===== config.mk =====
export PLATFORM = sky130hd
export DESIGN_NAME = phdt_front_flat
export DESIGN_NICKNAME = d
export VERILOG_FILES = /design/src/sv/peak_hold_decay_tracker_assert.svh /design/src/sv/phdt_pkg.sv /design/src/sv/phdt_if.sv /design/src/sv/phdt_front.sv /design/src/flat_wrapper.sv
export SDC_FILE = /design/constraint.sdc
export NUM_CORES = 1
export LEC_CHECK = 0
export BUFFER_PORTS_ARGS = -buffer_cell sky130_fd_sc_hd__buf_2
export CAP_MARGIN = 20
export CORE_MARGIN = 2
export CORE_UTILIZATION = 31
export DETAILED_ROUTE_END_ITERATION = 10
export GPL_TIMING_DRIVEN = 0
export PLACE_DENSITY = 0.86
export SYNTH_ARGS = -nofsm -noshare
export SYNTH_HDL_FRONTEND = slang
export SYNTH_SLANG_ARGS = --single-unit

===== constraint.sdc =====
create_clock -name vclk -period 3.4
set_input_delay 0.68 -clock vclk [all_inputs]
set_output_delay 0.68 -clock vclk [all_outputs]
set_load 0.05 [all_outputs]

===== src/sv/peak_hold_decay_tracker_assert.svh =====
// ----------------------------------------------------------------------------
// peak_hold_decay_tracker assertion macros
// Shared concurrent assertion forms, sampled on clk, disabled in reset.
// ----------------------------------------------------------------------------
`ifndef PEAK_HOLD_DECAY_TRACKER_ASSERT_SVH
`define PEAK_HOLD_DECAY_TRACKER_ASSERT_SVH

// same-cycle implication
`define PHDT_ASSERT_IMP(lbl, ante, cons) \
  lbl: assert property (@(posedge clk) disable iff (!rst_n) (ante) |-> (cons)) \
    else $error("phdt: assertion failed");

// next-cycle implication
`define PHDT_ASSERT_NXT(lbl, ante, cons) \
  lbl: assert property (@(posedge clk) disable iff (!rst_n) (ante) |=> (cons)) \
    else $error("phdt: assertion failed");

`endif


===== src/sv/phdt_pkg.sv =====
// ----------------------------------------------------------------------------
// phdt_pkg
// Types, widths and constants shared by the peak hold / decay tracker.
// ----------------------------------------------------------------------------
package phdt_pkg;

  localparam int PHDT_MAX_CHANNELS = 256;

  localparam int CHAN_W     = 8;
  localparam int LEVEL_W    = 18;
  localparam int PEAK_W     = 17;
  localparam int TIME_W     = 24;
  localparam int CHCNT_W    = 9;
  localparam int CFG_IDX_W  = 2;
  localparam int CFG_DATA_W = 24;
  localparam int QUEUE_DEPTH = 2;

  localparam logic [PEAK_W-1:0] ONE_Q16 = 17'h10000;

  localparam logic [CHCNT_W-1:0] RST_CHANNELS = 9'd256;
  localparam logic [TIME_W-1:0]  RST_HOLD     = 24'd500000;
  localparam logic [PEAK_W-1:0]  RST_DECAY    = 17'd62259;
  localparam logic [PEAK_W-1:0]  RST_THRESH   = 17'd655;

  typedef enum logic [CFG_IDX_W-1:0] {
    CFG_CHANNELS = 2'd0,
    CFG_HOLD     = 2'd1,
    CFG_DECAY    = 2'd2,
    CFG_THRESH   = 2'd3
  } cfg_idx_t;

  // classified item as queued between front and back
  typedef struct packed {
    logic              is_query;
    logic              index_ok;
    logic [CHAN_W-1:0] chan;
    logic [PEAK_W-1:0] level;
    logic [TIME_W-1:0] elapsed;
  } phdt_cmd_t;

  // one per-channel store entry
  typedef struct packed {
    logic [PEAK_W-1:0] peak;
    logic [TIME_W-1:0] hold;
  } phdt_ent_t;

  // settings seen by the update engine
  typedef struct packed {
    logic [TIME_W-1:0] hold_time;
    logic [PEAK_W-1:0] decay;
    logic [PEAK_W-1:0] thresh;
  } phdt_cfg_t;

endpackage


===== src/sv/phdt_if.sv =====
// ----------------------------------------------------------------------------
// phdt_if
// Valid/ready channel interfaces for update/query beats and result beats.
// ----------------------------------------------------------------------------
interface phdt_in_if;
  import phdt_pkg::*;
  logic                      valid;
  logic                      ready;
  logic                      req_type;
  logic [CHAN_W-1:0]         channel;
  logic signed [LEVEL_W-1:0] level;
  logic [TIME_W-1:0]         elapsed;

  modport source (output valid, req_type, channel, level, elapsed, input ready);
  modport sink   (input valid, req_type, channel, level, elapsed, output ready);
endinterface



===== src/sv/phdt_front.sv =====
// ----------------------------------------------------------------------------
// phdt_front
// Accepts input beats, clamps the level, checks the index, pushes to queue.
// ----------------------------------------------------------------------------
module phdt_front #(
  parameter int MAX_CHANNELS = phdt_pkg::PHDT_MAX_CHANNELS
) (
  input  logic [phdt_pkg::CHCNT_W-1:0] channels_in_use,
  phdt_in_if.sink                      in_bus,
  input  logic                         q_full,
  output logic                         q_push,
  output phdt_pkg::phdt_cmd_t          q_cmd
);
  import phdt_pkg::*;

  logic [PEAK_W-1:0] level_clamped;
  logic              index_ok;

  assign in_bus.ready = !q_full;
  assign q_push       = in_bus.valid && !q_full;

  always_comb begin
    if (in_bus.level[LEVEL_W-1]) begin
      level_clamped = '0;
    end else if (in_bus.level[PEAK_W-1:0] > ONE_Q16) begin
      level_clamped = ONE_Q16;
    end else begin
      level_clamped = in_bus.level[PEAK_W-1:0];
    end
  end

  assign index_ok = ({1'b0, in_bus.channel} < channels_in_use) &&
                    (32'(in_bus.channel) < 32'(MAX_CHANNELS));

  always_comb begin
    q_cmd.is_query = in_bus.req_type;
    q_cmd.index_ok = index_ok;
    q_cmd.chan     = in_bus.channel;
    q_cmd.level    = level_clamped;
    q_cmd.elapsed  = in_bus.elapsed;
  end

endmodule


===== src/flat_wrapper.sv =====
// flat-port wrapper written by rule: the top's interface ports become plain ports
module phdt_front_flat import phdt_pkg::*;
#(
  parameter int MAX_CHANNELS = phdt_pkg::PHDT_MAX_CHANNELS
)
  (channels_in_use, q_full, q_push, q_cmd, in_bus_valid, in_bus_req_type, in_bus_channel, in_bus_level, in_bus_elapsed, in_bus_ready);
  phdt_in_if in_bus_i ();
  input  logic [phdt_pkg::CHCNT_W-1:0] channels_in_use;
  input  logic q_full;
  output logic q_push;
  output phdt_pkg::phdt_cmd_t q_cmd;
  input wire logic [$bits(in_bus_i.valid)-1:0] in_bus_valid;
  input wire logic [$bits(in_bus_i.req_type)-1:0] in_bus_req_type;
  input wire logic [$bits(in_bus_i.channel)-1:0] in_bus_channel;
  input wire logic [$bits(in_bus_i.level)-1:0] in_bus_level;
  input wire logic [$bits(in_bus_i.elapsed)-1:0] in_bus_elapsed;
  output wire logic [$bits(in_bus_i.ready)-1:0] in_bus_ready;
  assign in_bus_i.valid = in_bus_valid;
  assign in_bus_i.req_type = in_bus_req_type;
  assign in_bus_i.channel = in_bus_channel;
  assign in_bus_i.level = in_bus_level;
  assign in_bus_i.elapsed = in_bus_elapsed;
  assign in_bus_ready = in_bus_i.ready;
  phdt_front #(.MAX_CHANNELS(MAX_CHANNELS)) u_core (.channels_in_use(channels_in_use), .in_bus(in_bus_i), .q_full(q_full), .q_push(q_push), .q_cmd(q_cmd));
endmodule

---- Yosys cells after proc, flatten, opt, wreduce, memory -nomap -nowiden ----
Cells that the tools add are included.
storage, ports and cells
  bits in registers ....................... 0
  bits in latches ......................... 0
  RAM bits ................................ 0
  memory bits (read-only) ................. 0
  bits of input ports ..................... 62
  memories ................................ 0
operators by class
  add/subtract/negate cells ............... 0
  $mul .................................... 0
  divide/modulo/power cells ............... 0
  order comparisons ....................... 2
  eq/ne operators ......................... 0
  shifts and indexed selects .............. 0
  muxes and demuxes ....................... 2
  bitwise logic cells ..................... 0
  reduce and logical (&&, ||, !) cells .... 2
operators by type and width
  cell                                        count
  2-to-1 mux 17 bit                           2
  > comparator 17 bit, second input constant  1
  < comparator 8 x 9 -> 1 bit                 1
  logical AND 1 bit                           1
  zero test 1 bit                             1

---- Depth between registers and ports, before layout ----
  word-level depth ........................ 3
  gate-level depth with buffers ........... 6

---- Worst setup path after synthesis ----
No wires, ideal clock.
  kind .................................... in2out
  from .................................... input in_bus_level[5]
  to ...................................... output q_cmd[24] in the netlist's numbering
  arrival ................................. 2.435 ns
  data required time ...................... 2.720 ns
  setup slack ............................. 0.285 ns
  cell stages on the path ................. 3
  buffers on the path ..................... 0
  cells stage by stage .................... nor4_1 a41oi_2 nor3b_1
RTL lines
  item             RTL line            RTL
  start, declared  flat_wrapper.sv:15  input wire logic [$bits(in_bus_i.level)-1:0] in_bus_level;
  end, declared    flat_wrapper.sv:11  output phdt_pkg::phdt_cmd_t q_cmd;

==> metrics.md <==
| Metric | Value |
|---|---|
| Max-cap violation count | `0` |
| Largest net degree at the start of global routing | `11` |
| Synth cell count leaders | `buf_4, inv_1, nor3b_2, ha_1, nor3b_1` |
| FMAX | `354 MHz` |
| Worst setup path endpoint | `q_cmd[38]` |
| Storage cell area | `0 um2` |
| # resized after CTS | `0` |
| Post-DR wirelength/cell | `about 9.7 um` |
| Slew HR | `0.598` |
| All-layer global routing usage | `0.130` |
| FFs & Latches | `0` |
| Synth top area share | `0.372` |
| RSZ-0062 raised after global routing | `no` |
| Hold_sp | `in_bus_elapsed[18]` |
| I/O pins | `115` |
| Top post-synthesis cells by area | `buf_4, nor3b_2, ha_1` |
| Hold crit path type | `in2out` |
| Cell Chain, Critical Path | `buf_2 > nor4_1 > a41oi_2 > buf_6 > nor3b_2 > buf_2` |
| Cell taking the most area after synthesis | `buf_4` |
| Most frequent CP cell | `buf_2` |
| CP peak stage delay | `approximately 0.37 ns` |
| Initial Util | `0.319` |
| Place WS | `0.565 ns` |
| Setup TNS Final | `0 ns` |
| CP top delay family | `buffers and inverters` |
| VDD IR max | `about 0.15 mV` |
| Hold_buf cts | `0` |
| Critical path peak fanout | `10` |
| HPWL after detailed placement | `1.87 mm` |
| Routed Antenna Nets | `0` |
| Die Width | `51.0 um` |
| Status | `finished, final reports clean` |
| Synthesized area | `686 um2` |
| CP max-delay cell | `nor4_1` |
| Pwr per Cell Area | `198 nW/um2` |
| Arrival @ worst endpoint | `2.15 ns` |
| Drt pass-1 iters | `3` |
| Worst setup EP type | `primary output` |
| Cells after Synth | `a little under 90` |
| Fin crit share | `0.831` |
| Post-layout min period | `~2.8 ns` |
| GR Overflow Total | `0` |
| Post-synthesis sequential area ratio | `0` |
| Count leader, synth | `buf_4` |
| Post-synth cell types | `18` |
| Vias in the first global route | `710` |
| CLK BUF | `0` |
| Nets | `between 200 and 250` |
| WP data required | `2.72 ns` |
| IO buf count | `89` |
| Min setup slack post-route | `0.574 ns` |
| Core footprint | `2150 um2` |
| First-pass GRT wire length | `2.74 mm` |
| # rows | `17` |
| # DRC | `0` |
| Share of layout cells above drive strength 1 | `0.767` |
| Vias/cell | `roughly 4.3` |
| Area added between synthesis and finish | `70.1%` |
| Mapped Avg Cell Area | `7.88 um2` |
| Final WL | `1.98 mm` |
| Setup violations, final | `0` |
| Number of diodes | `0` |
| Setup crit start | `in_bus_level[2]` |
| Syn Nets | `156` |
| Die Footprint | `2600 um2` |
| Synth warn | `0` |
| Die height | `a little over 50 um` |
| Via count | `878` |
| Crit Path Class | `in2out` |
| Leak Pwr | `0.715 nW` |
| Postcts setup bufs | `0` |
| Routability congestion estimate | `0.740` |
| Worst setup SP type | `input port` |
| Levels on crit path | `6` |
| Initial antenna violation count | `0` |
| Worst path buffer plus inverter count | `3` |
| Tightest Pin Transition | `approximately 0.60 ns` |
| Final Hold Fails | `0` |
| Final Slew Violations | `0` |
| DRT iter0 DRCs | `7` |
==> final cells by class <==
class / instances / area (um2)
plain buffers: 37 / 274
multi-input cells: 40 / 374
repair buffers: 89 / 445
inverters: 10 / 37.5
well taps: 28 / 35.0
fillers: 194 / 982
==> worst min path at each step <==
stage	to	cells after the start	slack (ns)
floorplan	q_cmd[0]	1	1.53
global placement	q_cmd[2]	2	1.66
detailed placement	q_cmd[18]	2	1.66
CTS	q_cmd[18]	2	1.66
global route	q_cmd[21]	2	1.66
finish	q_cmd[18]	2	1.66
==> power breakdown <==
part	switching (mW)	internal, mW	total (mW)
logic	0.153	0.0781	0.231
clock network	0	0	0
registers	0	0	0
total	0.153	0.0781	0.231
==> cell families (layout without fill, tap and decap cells) <==
group,after synthesis,in the layout,synth area share
AO/OA/AOI/OAI,9,9,0.0949
AND/OR/NAND/NOR,24,24,0.323
adder cells (fa/ha/maj),7,7,0.128
buffers and inverters,47,136,0.454
==> placed cells by master, fill, tap and decap left out, drive strengths merged, types with 2 or more instances in the layout <==
cell type / synthesis / final
a21oi: 2 / 2
buf: 36 / 125
ha: 7 / 7
inv: 10 / 10
nor3b: 17 / 17
nor4: 4 / 4
o21ai: 3 / 3
==> metal layers <==
layer | share of wire | global-route usage
met5 | 0 | 0
met4 | 0.0086 | 0.0135
met3 | 0.13 | 0.0117
met2 | 0.52 | 0.277
met1 | 0.34 | 0.137
==> per-stage QoR <==
step / power, mW / std cells / area, um2 / utilization / hold slack [ns]
3_5_place_dp: 0.232 / 204 / 1170 / 0.543 / 1.66
4_1_cts: 0.233 / 204 / 1170 / 0.543 / 1.66
2_1_floorplan: 0.177 / 87 / 686 / - / 1.53
5_1_grt: 0.244 / 204 / 1170 / 0.543 / 1.66
3_3_place_gp: 0.230 / 204 / 1170 / 0.543 / 1.66
6_report: 0.231 / 204 / 1170 / 0.543 / 1.66
Note: power is estimated with default switching activity, not from simulation.
