==> config.mk <==
export PLATFORM = sky130hd
export DESIGN_NAME = phdt_queue
export DESIGN_NICKNAME = d
export VERILOG_FILES = /design/src/sv/peak_hold_decay_tracker_assert.svh /design/src/sv/phdt_pkg.sv /design/src/sv/phdt_queue.sv
export SDC_FILE = /design/constraint.sdc
export NUM_CORES = 1
export LEC_CHECK = 0
export ABC_AREA = 1
export BUFFER_PORTS_ARGS = -buffer_cell sky130_fd_sc_hd__buf_2
export CORE_ASPECT_RATIO = 1.2
export CORE_MARGIN = 5
export CORE_UTILIZATION = 52
export DETAILED_ROUTE_END_ITERATION = 10
export PLACE_DENSITY_LB_ADDON = 0.12
export RECOVER_POWER = 100
export SETUP_SLACK_MARGIN = 0.02
export SLEW_MARGIN = 5
export SYNTH_ARGS = -nofsm -noshare
export SYNTH_HDL_FRONTEND = slang
export SYNTH_SLANG_ARGS = --single-unit
==> constraint.sdc <==
create_clock -name clk -period 4.3 [get_ports clk]
set_clock_uncertainty 0.05 [all_clocks]
set_input_delay 0.86 -clock clk [delete_from_list [all_inputs] [get_ports clk]]
set_output_delay 0.86 -clock clk [all_outputs]
set_load 0.02 [all_outputs]
==> src/sv/peak_hold_decay_tracker_assert.svh <==
// ----------------------------------------------------------------------------
// peak_hold_decay_tracker assertion macros
// Shared concurrent assertion forms, sampled on clk, disabled in reset.
// ----------------------------------------------------------------------------
`ifndef PEAK_HOLD_DECAY_TRACKER_ASSERT_SVH
`define PEAK_HOLD_DECAY_TRACKER_ASSERT_SVH

// same-cycle implication
`define PHDT_ASSERT_IMP(lbl, ante, cons) \
  lbl: assert property (@(posedge clk) disable iff (!rst_n) (ante) |-> (cons)) \
    else $error("phdt: assertion failed");

// next-cycle implication
`define PHDT_ASSERT_NXT(lbl, ante, cons) \
  lbl: assert property (@(posedge clk) disable iff (!rst_n) (ante) |=> (cons)) \
    else $error("phdt: assertion failed");

`endif

==> src/sv/phdt_pkg.sv <==
// ----------------------------------------------------------------------------
// phdt_pkg
// Types, widths and constants shared by the peak hold / decay tracker.
// ----------------------------------------------------------------------------
package phdt_pkg;

  localparam int PHDT_MAX_CHANNELS = 256;

  localparam int CHAN_W     = 8;
  localparam int LEVEL_W    = 18;
  localparam int PEAK_W     = 17;
  localparam int TIME_W     = 24;
  localparam int CHCNT_W    = 9;
  localparam int CFG_IDX_W  = 2;
  localparam int CFG_DATA_W = 24;
  localparam int QUEUE_DEPTH = 2;

  localparam logic [PEAK_W-1:0] ONE_Q16 = 17'h10000;

  localparam logic [CHCNT_W-1:0] RST_CHANNELS = 9'd256;
  localparam logic [TIME_W-1:0]  RST_HOLD     = 24'd500000;
  localparam logic [PEAK_W-1:0]  RST_DECAY    = 17'd62259;
  localparam logic [PEAK_W-1:0]  RST_THRESH   = 17'd655;

  typedef enum logic [CFG_IDX_W-1:0] {
    CFG_CHANNELS = 2'd0,
    CFG_HOLD     = 2'd1,
    CFG_DECAY    = 2'd2,
    CFG_THRESH   = 2'd3
  } cfg_idx_t;

  // classified item as queued between front and back
  typedef struct packed {
    logic              is_query;
    logic              index_ok;
    logic [CHAN_W-1:0] chan;
    logic [PEAK_W-1:0] level;
    logic [TIME_W-1:0] elapsed;
  } phdt_cmd_t;

  // one per-channel store entry
  typedef struct packed {
    logic [PEAK_W-1:0] peak;
    logic [TIME_W-1:0] hold;
  } phdt_ent_t;

  // settings seen by the update engine
  typedef struct packed {
    logic [TIME_W-1:0] hold_time;
    logic [PEAK_W-1:0] decay;
    logic [PEAK_W-1:0] thresh;
  } phdt_cfg_t;

endpackage

==> src/sv/phdt_queue.sv <==
// ----------------------------------------------------------------------------
// phdt_queue
// Short FIFO of classified items between the front and the update engine.
// ----------------------------------------------------------------------------
module phdt_queue (
  input  logic                clk,
  input  logic                rst_n,
  input  logic                push,
  input  phdt_pkg::phdt_cmd_t din,
  output logic                full,
  output logic                valid,
  output phdt_pkg::phdt_cmd_t dout,
  input  logic                pop
);
  import phdt_pkg::*;

  localparam int PW = (QUEUE_DEPTH > 1) ? $clog2(QUEUE_DEPTH) : 1;
  localparam int CW = $clog2(QUEUE_DEPTH + 1);

  phdt_cmd_t       slot_r [QUEUE_DEPTH];
  logic [PW-1:0]   wr_ptr_r, wr_ptr_nxt;
  logic [PW-1:0]   rd_ptr_r, rd_ptr_nxt;
  logic [CW-1:0]   cnt_r, cnt_nxt;

  assign full  = (cnt_r == CW'(QUEUE_DEPTH));
  assign valid = (cnt_r != '0);
  assign dout  = slot_r[rd_ptr_r];

  always_comb begin
    wr_ptr_nxt = wr_ptr_r;
    rd_ptr_nxt = rd_ptr_r;
    cnt_nxt    = cnt_r;
    if (push) begin
      wr_ptr_nxt = (wr_ptr_r == PW'(QUEUE_DEPTH - 1)) ? '0 : wr_ptr_r + 1'b1;
    end
    if (pop) begin
      rd_ptr_nxt = (rd_ptr_r == PW'(QUEUE_DEPTH - 1)) ? '0 : rd_ptr_r + 1'b1;
    end
    if (push && !pop) begin
      cnt_nxt = cnt_r + 1'b1;
    end else if (pop && !push) begin
      cnt_nxt = cnt_r - 1'b1;
    end
  end

  always_ff @(posedge clk) begin
    if (!rst_n) begin
      wr_ptr_r <= '0;
      rd_ptr_r <= '0;
      cnt_r    <= '0;
    end else begin
      wr_ptr_r <= wr_ptr_nxt;
      rd_ptr_r <= rd_ptr_nxt;
      cnt_r    <= cnt_nxt;
    end
  end

  always_ff @(posedge clk) begin
    if (push) begin
      slot_r[wr_ptr_r] <= din;
    end
  end

endmodule

# ---- After elaboration in Yosys (flattened, before gate mapping)
# Memories as Yosys holds them, arrays and structs flattened. A register that Yosys moved wholly into a read port is not among the register bits.
# Index checks and enable logic that the tools add are counted.
dict set report word_totals {
  mem_count 1
  output_inout_bits 53
  elab_cells 23
  mem_bits_rw 102
  ff_bits 4
}
# name depth word_bits rd rd_clocked_by_memory_dff wr line_no
set mem_list {}
lappend mem_list {slot_r 2 51 1 1 1 phdt_queue.sv:20} ;# phdt_cmd_t slot_r [QUEUE_DEPTH];
dict set report classes {
  n_eq_ne 1
  muxes 8
  add_sub_neg 4
  n_reduce_logical 6
}
# operator n
set op_table {}
lappend op_table {{two-way mux 1 bit} 6}
lappend op_table {{two-way mux 2 bit} 2}
lappend op_table {{nonzero test 2 bit} 2}
lappend op_table {{adder 1 bit (second input constant)} 2}
lappend op_table {{adder 2 x 1 -> 2 bit (second input constant)} 1}
lappend op_table {{equality test 2 bit (second input constant)} 1}
lappend op_table {{logical AND 1 bit} 2}
lappend op_table {{logical NOT 1 bit} 2}
lappend op_table {{subtractor 2 x 1 -> 2 bit (second input constant)} 1}

# ---- Depth between registers and ports, before layout
# Gate-level depths: netlist (run 1).
dict set report logic_depth {
  word_depth 4
  depth_mapped 8
  mapped_depth_nobuf 8
}

# ---- Least setup slack after synthesis (run 1)
# Ideal clock, no wire load.
dict set report synth_path {
  path_type {input port to flip-flop}
  startpoint {input push}
  endpoint {memory slot_r[0][0] (netlist name) (enable)}
  n_path_buf 0
  t_required_ns 3.789
  slack_ns 0.747
  arrival_ns 3.042
  stages 2
  cell_sequence {inv_1 -> nor2_1}
}
dict set report synth_between {
  elab_chain_len 2
}
# element line_no
set synth_lines {}
lappend synth_lines {{from (decl)} phdt_queue.sv:8} ;# input logic push,
lappend synth_lines {{two-way mux 1 bit} phdt_queue.sv:59} ;# if (push) begin
lappend synth_lines {{two-way mux 1 bit (not written as such)} phdt_queue.sv:60} ;# slot_r[wr_ptr_r] <= din;
lappend synth_lines {{to (decl)} phdt_queue.sv:20}
# Every way passes these cells.

# ---- Worst setup path in the final report (run 1)
dict set report layout_path {
  startpoint {input push}
  endpoint {memory slot_r[0][29] (netlist name) (enable)}
}
# The elaborated chain is that of the path after synthesis.

==> flow_summary.ini, run 1 <==
[die]
die_h_um = 108
core_area_sq_um = 7750
die_area_sq_um = 9900
die_x_um = 91.7
initial_core_util = 0.537
pin_count = 108
rows = 35

[power_and_ir_drop]
internal_power_w = 0.00150
clkPwrFrac = 0.266
p_seq_frac = 0.625
p_leak_nw = 1.72
ir_drop_v = 0.000232
p_sw_w = 0.000468
totalPowerFinal_w = 0.00197
netSwitchingFraction = 0.238
powerDensity_nw_per_um2 = 422
comb_power_share = 0.109

[sta]
setup_violations = 0
finalWorstSetupSlack_ps = 1160
fin_tns_setup_ps = 0
finalCritPeriodShare = 0.731
hold_violations = 0
slew_violations = 52
max_freq_mhz = 318
slew_headroom = -0.325
worstMarginPinSlew_ps = 1990
period_needed_ps = 3140
rsz0062_at_grt = no

[layout]
multi_input_area_sq_um = 676
final_common_cell = edfxtp_1
drive_gt1_frac = 0.297
final_cell_area_sq_um = 4660
nFillCells = 635
stdcell_count = 405
final_cell_mix = edfxtp_1 (102), buf_2 (77), mux2_1 (49), clkbuf_1 (34)
fin_nets = 364
area_growth_pct = 11.9
seq_area_sq_um = 3160
antenna_cells = 0

[critical_path]
critPathArrivalTime_ps = 3060
worstSetupStartpointType = input port
crit_path_max_fanout = 20
path_class = in2reg
end_kind = flop
cp_data_required_time_ps = 4210

[grt]
grt_pass1_vias = 2118
grt_usage = 0.136
grt_max_degree = 52
overflow = 0
grt_antenna_before_repair = 0
grt_pass1_wl_um = 10100

[clocking]
hold_buffers = 0
cts-resized-gates = 0
cts_tree = done
clock_sinks = 107
postCtsSetupRepairBufs = 0
cts.path.max_buffers = 2
cts_htree_levels = 3
root_buffer = clkbuf_8
insertion_delay_ps = 350
clkTransAtPathRegs_ps = 90
cts_buffers = 9

[drt]
viasPerCell = 4.93
vias = 1995
drc = 0
drtIter0Drc = 52
wl_per_cell_um = 16.3
drt_first_pass_iters = 4
wl_um = 6580
ant_nets = 0

[outcome]
violations = max-capacitance violations, max-slew violations
status = finished with violations

[placement]
place_ws_ps = 1820
gp_congestion = 0.676
dp_cells = 389
placed_area_sq_um = 4730
dp_hpwl_um = 4460
io_buffers = 107

[yosys]
ys_ff_latch = 107
synth_cells = 194
synth_area_per_cell_sq_um = 21.5
netlist_area_sq_um = 4160
syn-num-nets = 250
synth_seq_area_share = 0.760
synth.distinct_cells = 14
yosysWarnings = 0

[flow_run]
cap_violations = 1

[min_path]
hold_path.class = reg2reg
final cells by class:
class,count,share of cell area
multi-input combinational,73,0.145
clock buffer,11,0.0282
tap,92,0.0247
sequential,107,0.679
inverter,8,0.00644
timing repair buffer,109,0.108
clock inverter,5,0.00806
stage by stage:
stage,utilization,hold slack (ps)
after global placement,0.610,428
after global routing,0.601,492
final,0.601,460
after detailed placement,0.610,452
after floorplan,-,413
after CTS,0.632,466
power groups by stage:
stage          logic [W]  registers (W)  clock network, W
2_1_floorplan   0.000201        0.00124                 0
3_3_place_gp    0.000259        0.00126                 0
3_5_place_dp    0.000261        0.00126                 0
4_1_cts         0.000262        0.00124          0.000546
5_1_grt         0.000233        0.00124          0.000594
6_report        0.000215        0.00123          0.000522
synth_stat cells, drive strengths merged:
| cell | instances | share of area |
|---|---|---|
| nor2 | 8 | 0.0072 |
| nand4 | 1 | 0.0015 |
| o21ai | 1 | 0.0012 |
| buf | 6 | 0.027 |
| nand3 | 1 | 0.0012 |
| edfxtp | 102 | 0.74 |
| mux2 | 51 | 0.18 |
| nand2 | 9 | 0.0081 |
| ha | 1 | 0.0030 |
| a21oi | 1 | 0.0012 |
| dfxtp | 5 | 0.024 |
| inv | 8 | 0.0072 |
cell families (layout without fill, tap and decap cells):
group,after synthesis,after routing,synth area share
flops,107,107,0.760
mux,51,51,0.183
simple gates,19,19,0.0180
buf+inv,14,133,0.0340
compound gates,2,2,0.00240
fa+ha+maj,1,1,0.00300
critical path: stages:
cell and delay [ps]:
clkbuf_1 160, inv_1 70, nor2_1 990, clkbuf_1 960
per-layer routing:
metal / routed length [um] / vias to the layer above / GRT usage
met5: 0 / - / 0
met1: 2510 / 952 / 0.145
met4: 74 / 0 / 0.0478
li1: - / 967 / -
met2: 3520 / 70 / 0.244
met3: 471 / 6 / 0.0529
final timing paths:
check / startpoint / to / slack, ps / cells past startpoint
worst min-delay path: rd_ptr_r / flop / 460 / 2
worst max-delay path: push / slot_r[0][29] / 1160 / 4
worst max register to register: wr_ptr_r / slot_r[0][29] / 1540 / 2
worst min register to register: rd_ptr_r / flop / 460 / 2
sequential cells by signal, summed over array words and instances, names as in the netlist, named ones only:
register,flops
cnt_r,2
rd_ptr_r,1
slot_r,102
wr_ptr_r,1
(Power assumes the default switching activity.)
==> run 2: changes to the inputs <==
Settings changed: CORE_UTILIZATION 52 to 47.
Clock period 4.3 ns to 2.8 ns, I/O delays scaled along.
==> run 2 against run 1 <==
  * Largest cell class unchanged
  * Core utilization shrank 5.3 points
  * Flip-flop and latch count stayed put
  * Combinational power grew 64%
  * Hold slack worse by 120 ps
  * Power increased by 53%
  * Cell area is 1.3% higher
  * Sequential power grew 53%
  * Worst setup slack got worse by 820 ps
  * Critical path type is now reg2out
  * Cell count increased by 6.4%
  * Clock power grew 48%
  * Wire length up 2.7%
  * The run still ends with max-capacitance violations, max-slew violations left
==> flow_summary.ini, run 2 (synthesis results as in run 1) <==
[clocking]
clock_sinks = 107
clkTransAtPathRegs_ps = 100
insertion_delay_ps = 340
cts.path.max_buffers = 2
cts-resized-gates = 0
postCtsSetupRepairBufs = 0
cts_tree = done
root_buffer = clkbuf_8
cts_buffers = 9
hold_buffers = 0
cts_htree_levels = 3

[sta]
max_freq_mhz = 405
slew_headroom = -0.194
period_needed_ps = 2470
setup_violations = 0
hold_violations = 0
fin_tns_setup_ps = 0
rsz0062_at_grt = no
worstMarginPinSlew_ps = 1790
timing.hold.ws_ps = 341
slew_violations = 32
finalCritPeriodShare = 0.881

[grt]
grt_usage = 0.130
grt_max_degree = 32
grt_antenna_before_repair = 0
grt_pass1_vias = 2179
overflow = 0
grt_pass1_wl_um = 10500

[min_path]
hold_path.class = in2reg
hold_depth = 1

[die]
die_h_um = 113
initial_core_util = 0.484
rows = 37
die_x_um = 95.9
core_area_sq_um = 8610
pin_count = 108
die_area_sq_um = 10900

[critical_path]
crit_family = buffers and inverters
end_kind = output port
worstSetupStartpointType = flop
crit_slowest_cell = dfxtp_4
cp_slowest_stage_delay_ps = 540
critPathArrivalTime_ps = 1860
path_cells = clkbuf_4 > mux2_1 > buf_2
worstRegToRegCells = 3
crit_buf_inv = 2
crit_path_max_fanout = 21
cp_data_required_time_ps = 2190
path_class = reg2out
cp.depth = 3

[layout]
fin_nets = 367
final_cell_mix = edfxtp_1 (102), buf_2 (69), mux2_1 (42), clkbuf_1 (40)
top_register = slot_r
nFillCells = 763
drive_gt1_frac = 0.306
utilization = 0.548
final_common_cell = edfxtp_1
area_growth_pct = 13.4
antenna_cells = 0
reg_top3 = slot_r (102), cnt_r (2)
largest_reg_flops = 102

[outcome]
violations = max-capacitance violations, max-slew violations
status = finished with violations

[drt]
drt_first_pass_iters = 4
wl_um = 6760
drtIter0Drc = 73
drc = 0
vias = 1997
wl_per_cell_um = 15.7
ant_nets = 0
viasPerCell = 4.63

[placement]
io_buffers = 107
gp_congestion = 0.717
dp_hpwl_um = 4680

[power_and_ir_drop]
totalPowerFinal_w = 0.00300
powerDensity_nw_per_um2 = 636
p_leak_nw = 1.73
ir_drop_v = 0.000329

[flow_run]
cap_violations = 1
[run 2: cell types whose count changed in the layout (fill, tap and decap cells not counted), sizes merged]
cell / before / now
clkinvlp: 1 / 2
clkbuf: 43 / 52
inv: 10 / 8
buf: 77 / 69
clkinv: 2 / 3
[run 2: metrics by stage]
| step | setup slack, ps | instance area (sq um) | instances |
|---|---|---|---|
| finish | 332 | 4720 | 431 |
| global route | 205 | 4720 | 431 |
| CTS | 389 | 4960 | 431 |
| detailed placement | 789 | 4810 | 417 |
| global placement | 809 | 4810 | 417 |
| floorplan | 426 | 4170 | 194 |
[run 2: cell type report]
cell class,count,area (sq um),area share
clock buffer,9,124,0.0262
clock inverter,5,32.5,0.00689
inverter,8,30.0,0.00636
multi-input combinational,73,709,0.150
sequential,107,3170,0.671
tap,117,146,0.0310
timing repair buffer,112,513,0.109
[run 2: path summary, 6_finish.rpt]
path	startpoint	to	slack (ps)
setup / recovery	flop	dout[38]	330
hold / removal	din[45]	slot_r[0][45]	340
setup reg to reg	wr_ptr_r	slot_r[1][14]	440
hold reg to reg	rd_ptr_r	rd_ptr_r	460
[run 2: power by group]
part	internal, W	leakage (nW)	switching [W]
clock network	0.000310	0.0746	0.000465
registers	0.00185	1.00	0.0000275
logic	0.000131	0.660	0.000222
[run 2: worst reg2reg max path, delay by kind of cell, from the launching register on]
family,cells,cell delay (ps)
and+or+nand+nor,1,90
DFF,1,400
buffers and inverters,2,1450
[run 2: metal layers]
metal / routed length [um] / global-route usage / vias to the layer above
li1: - / - / 970
met1: 2660 / 0.151 / 954
met2: 3540 / 0.224 / 62
met3: 447 / 0.0346 / 11
met4: 118 / 0.0569 / 0
met5: 0 / 0 / -
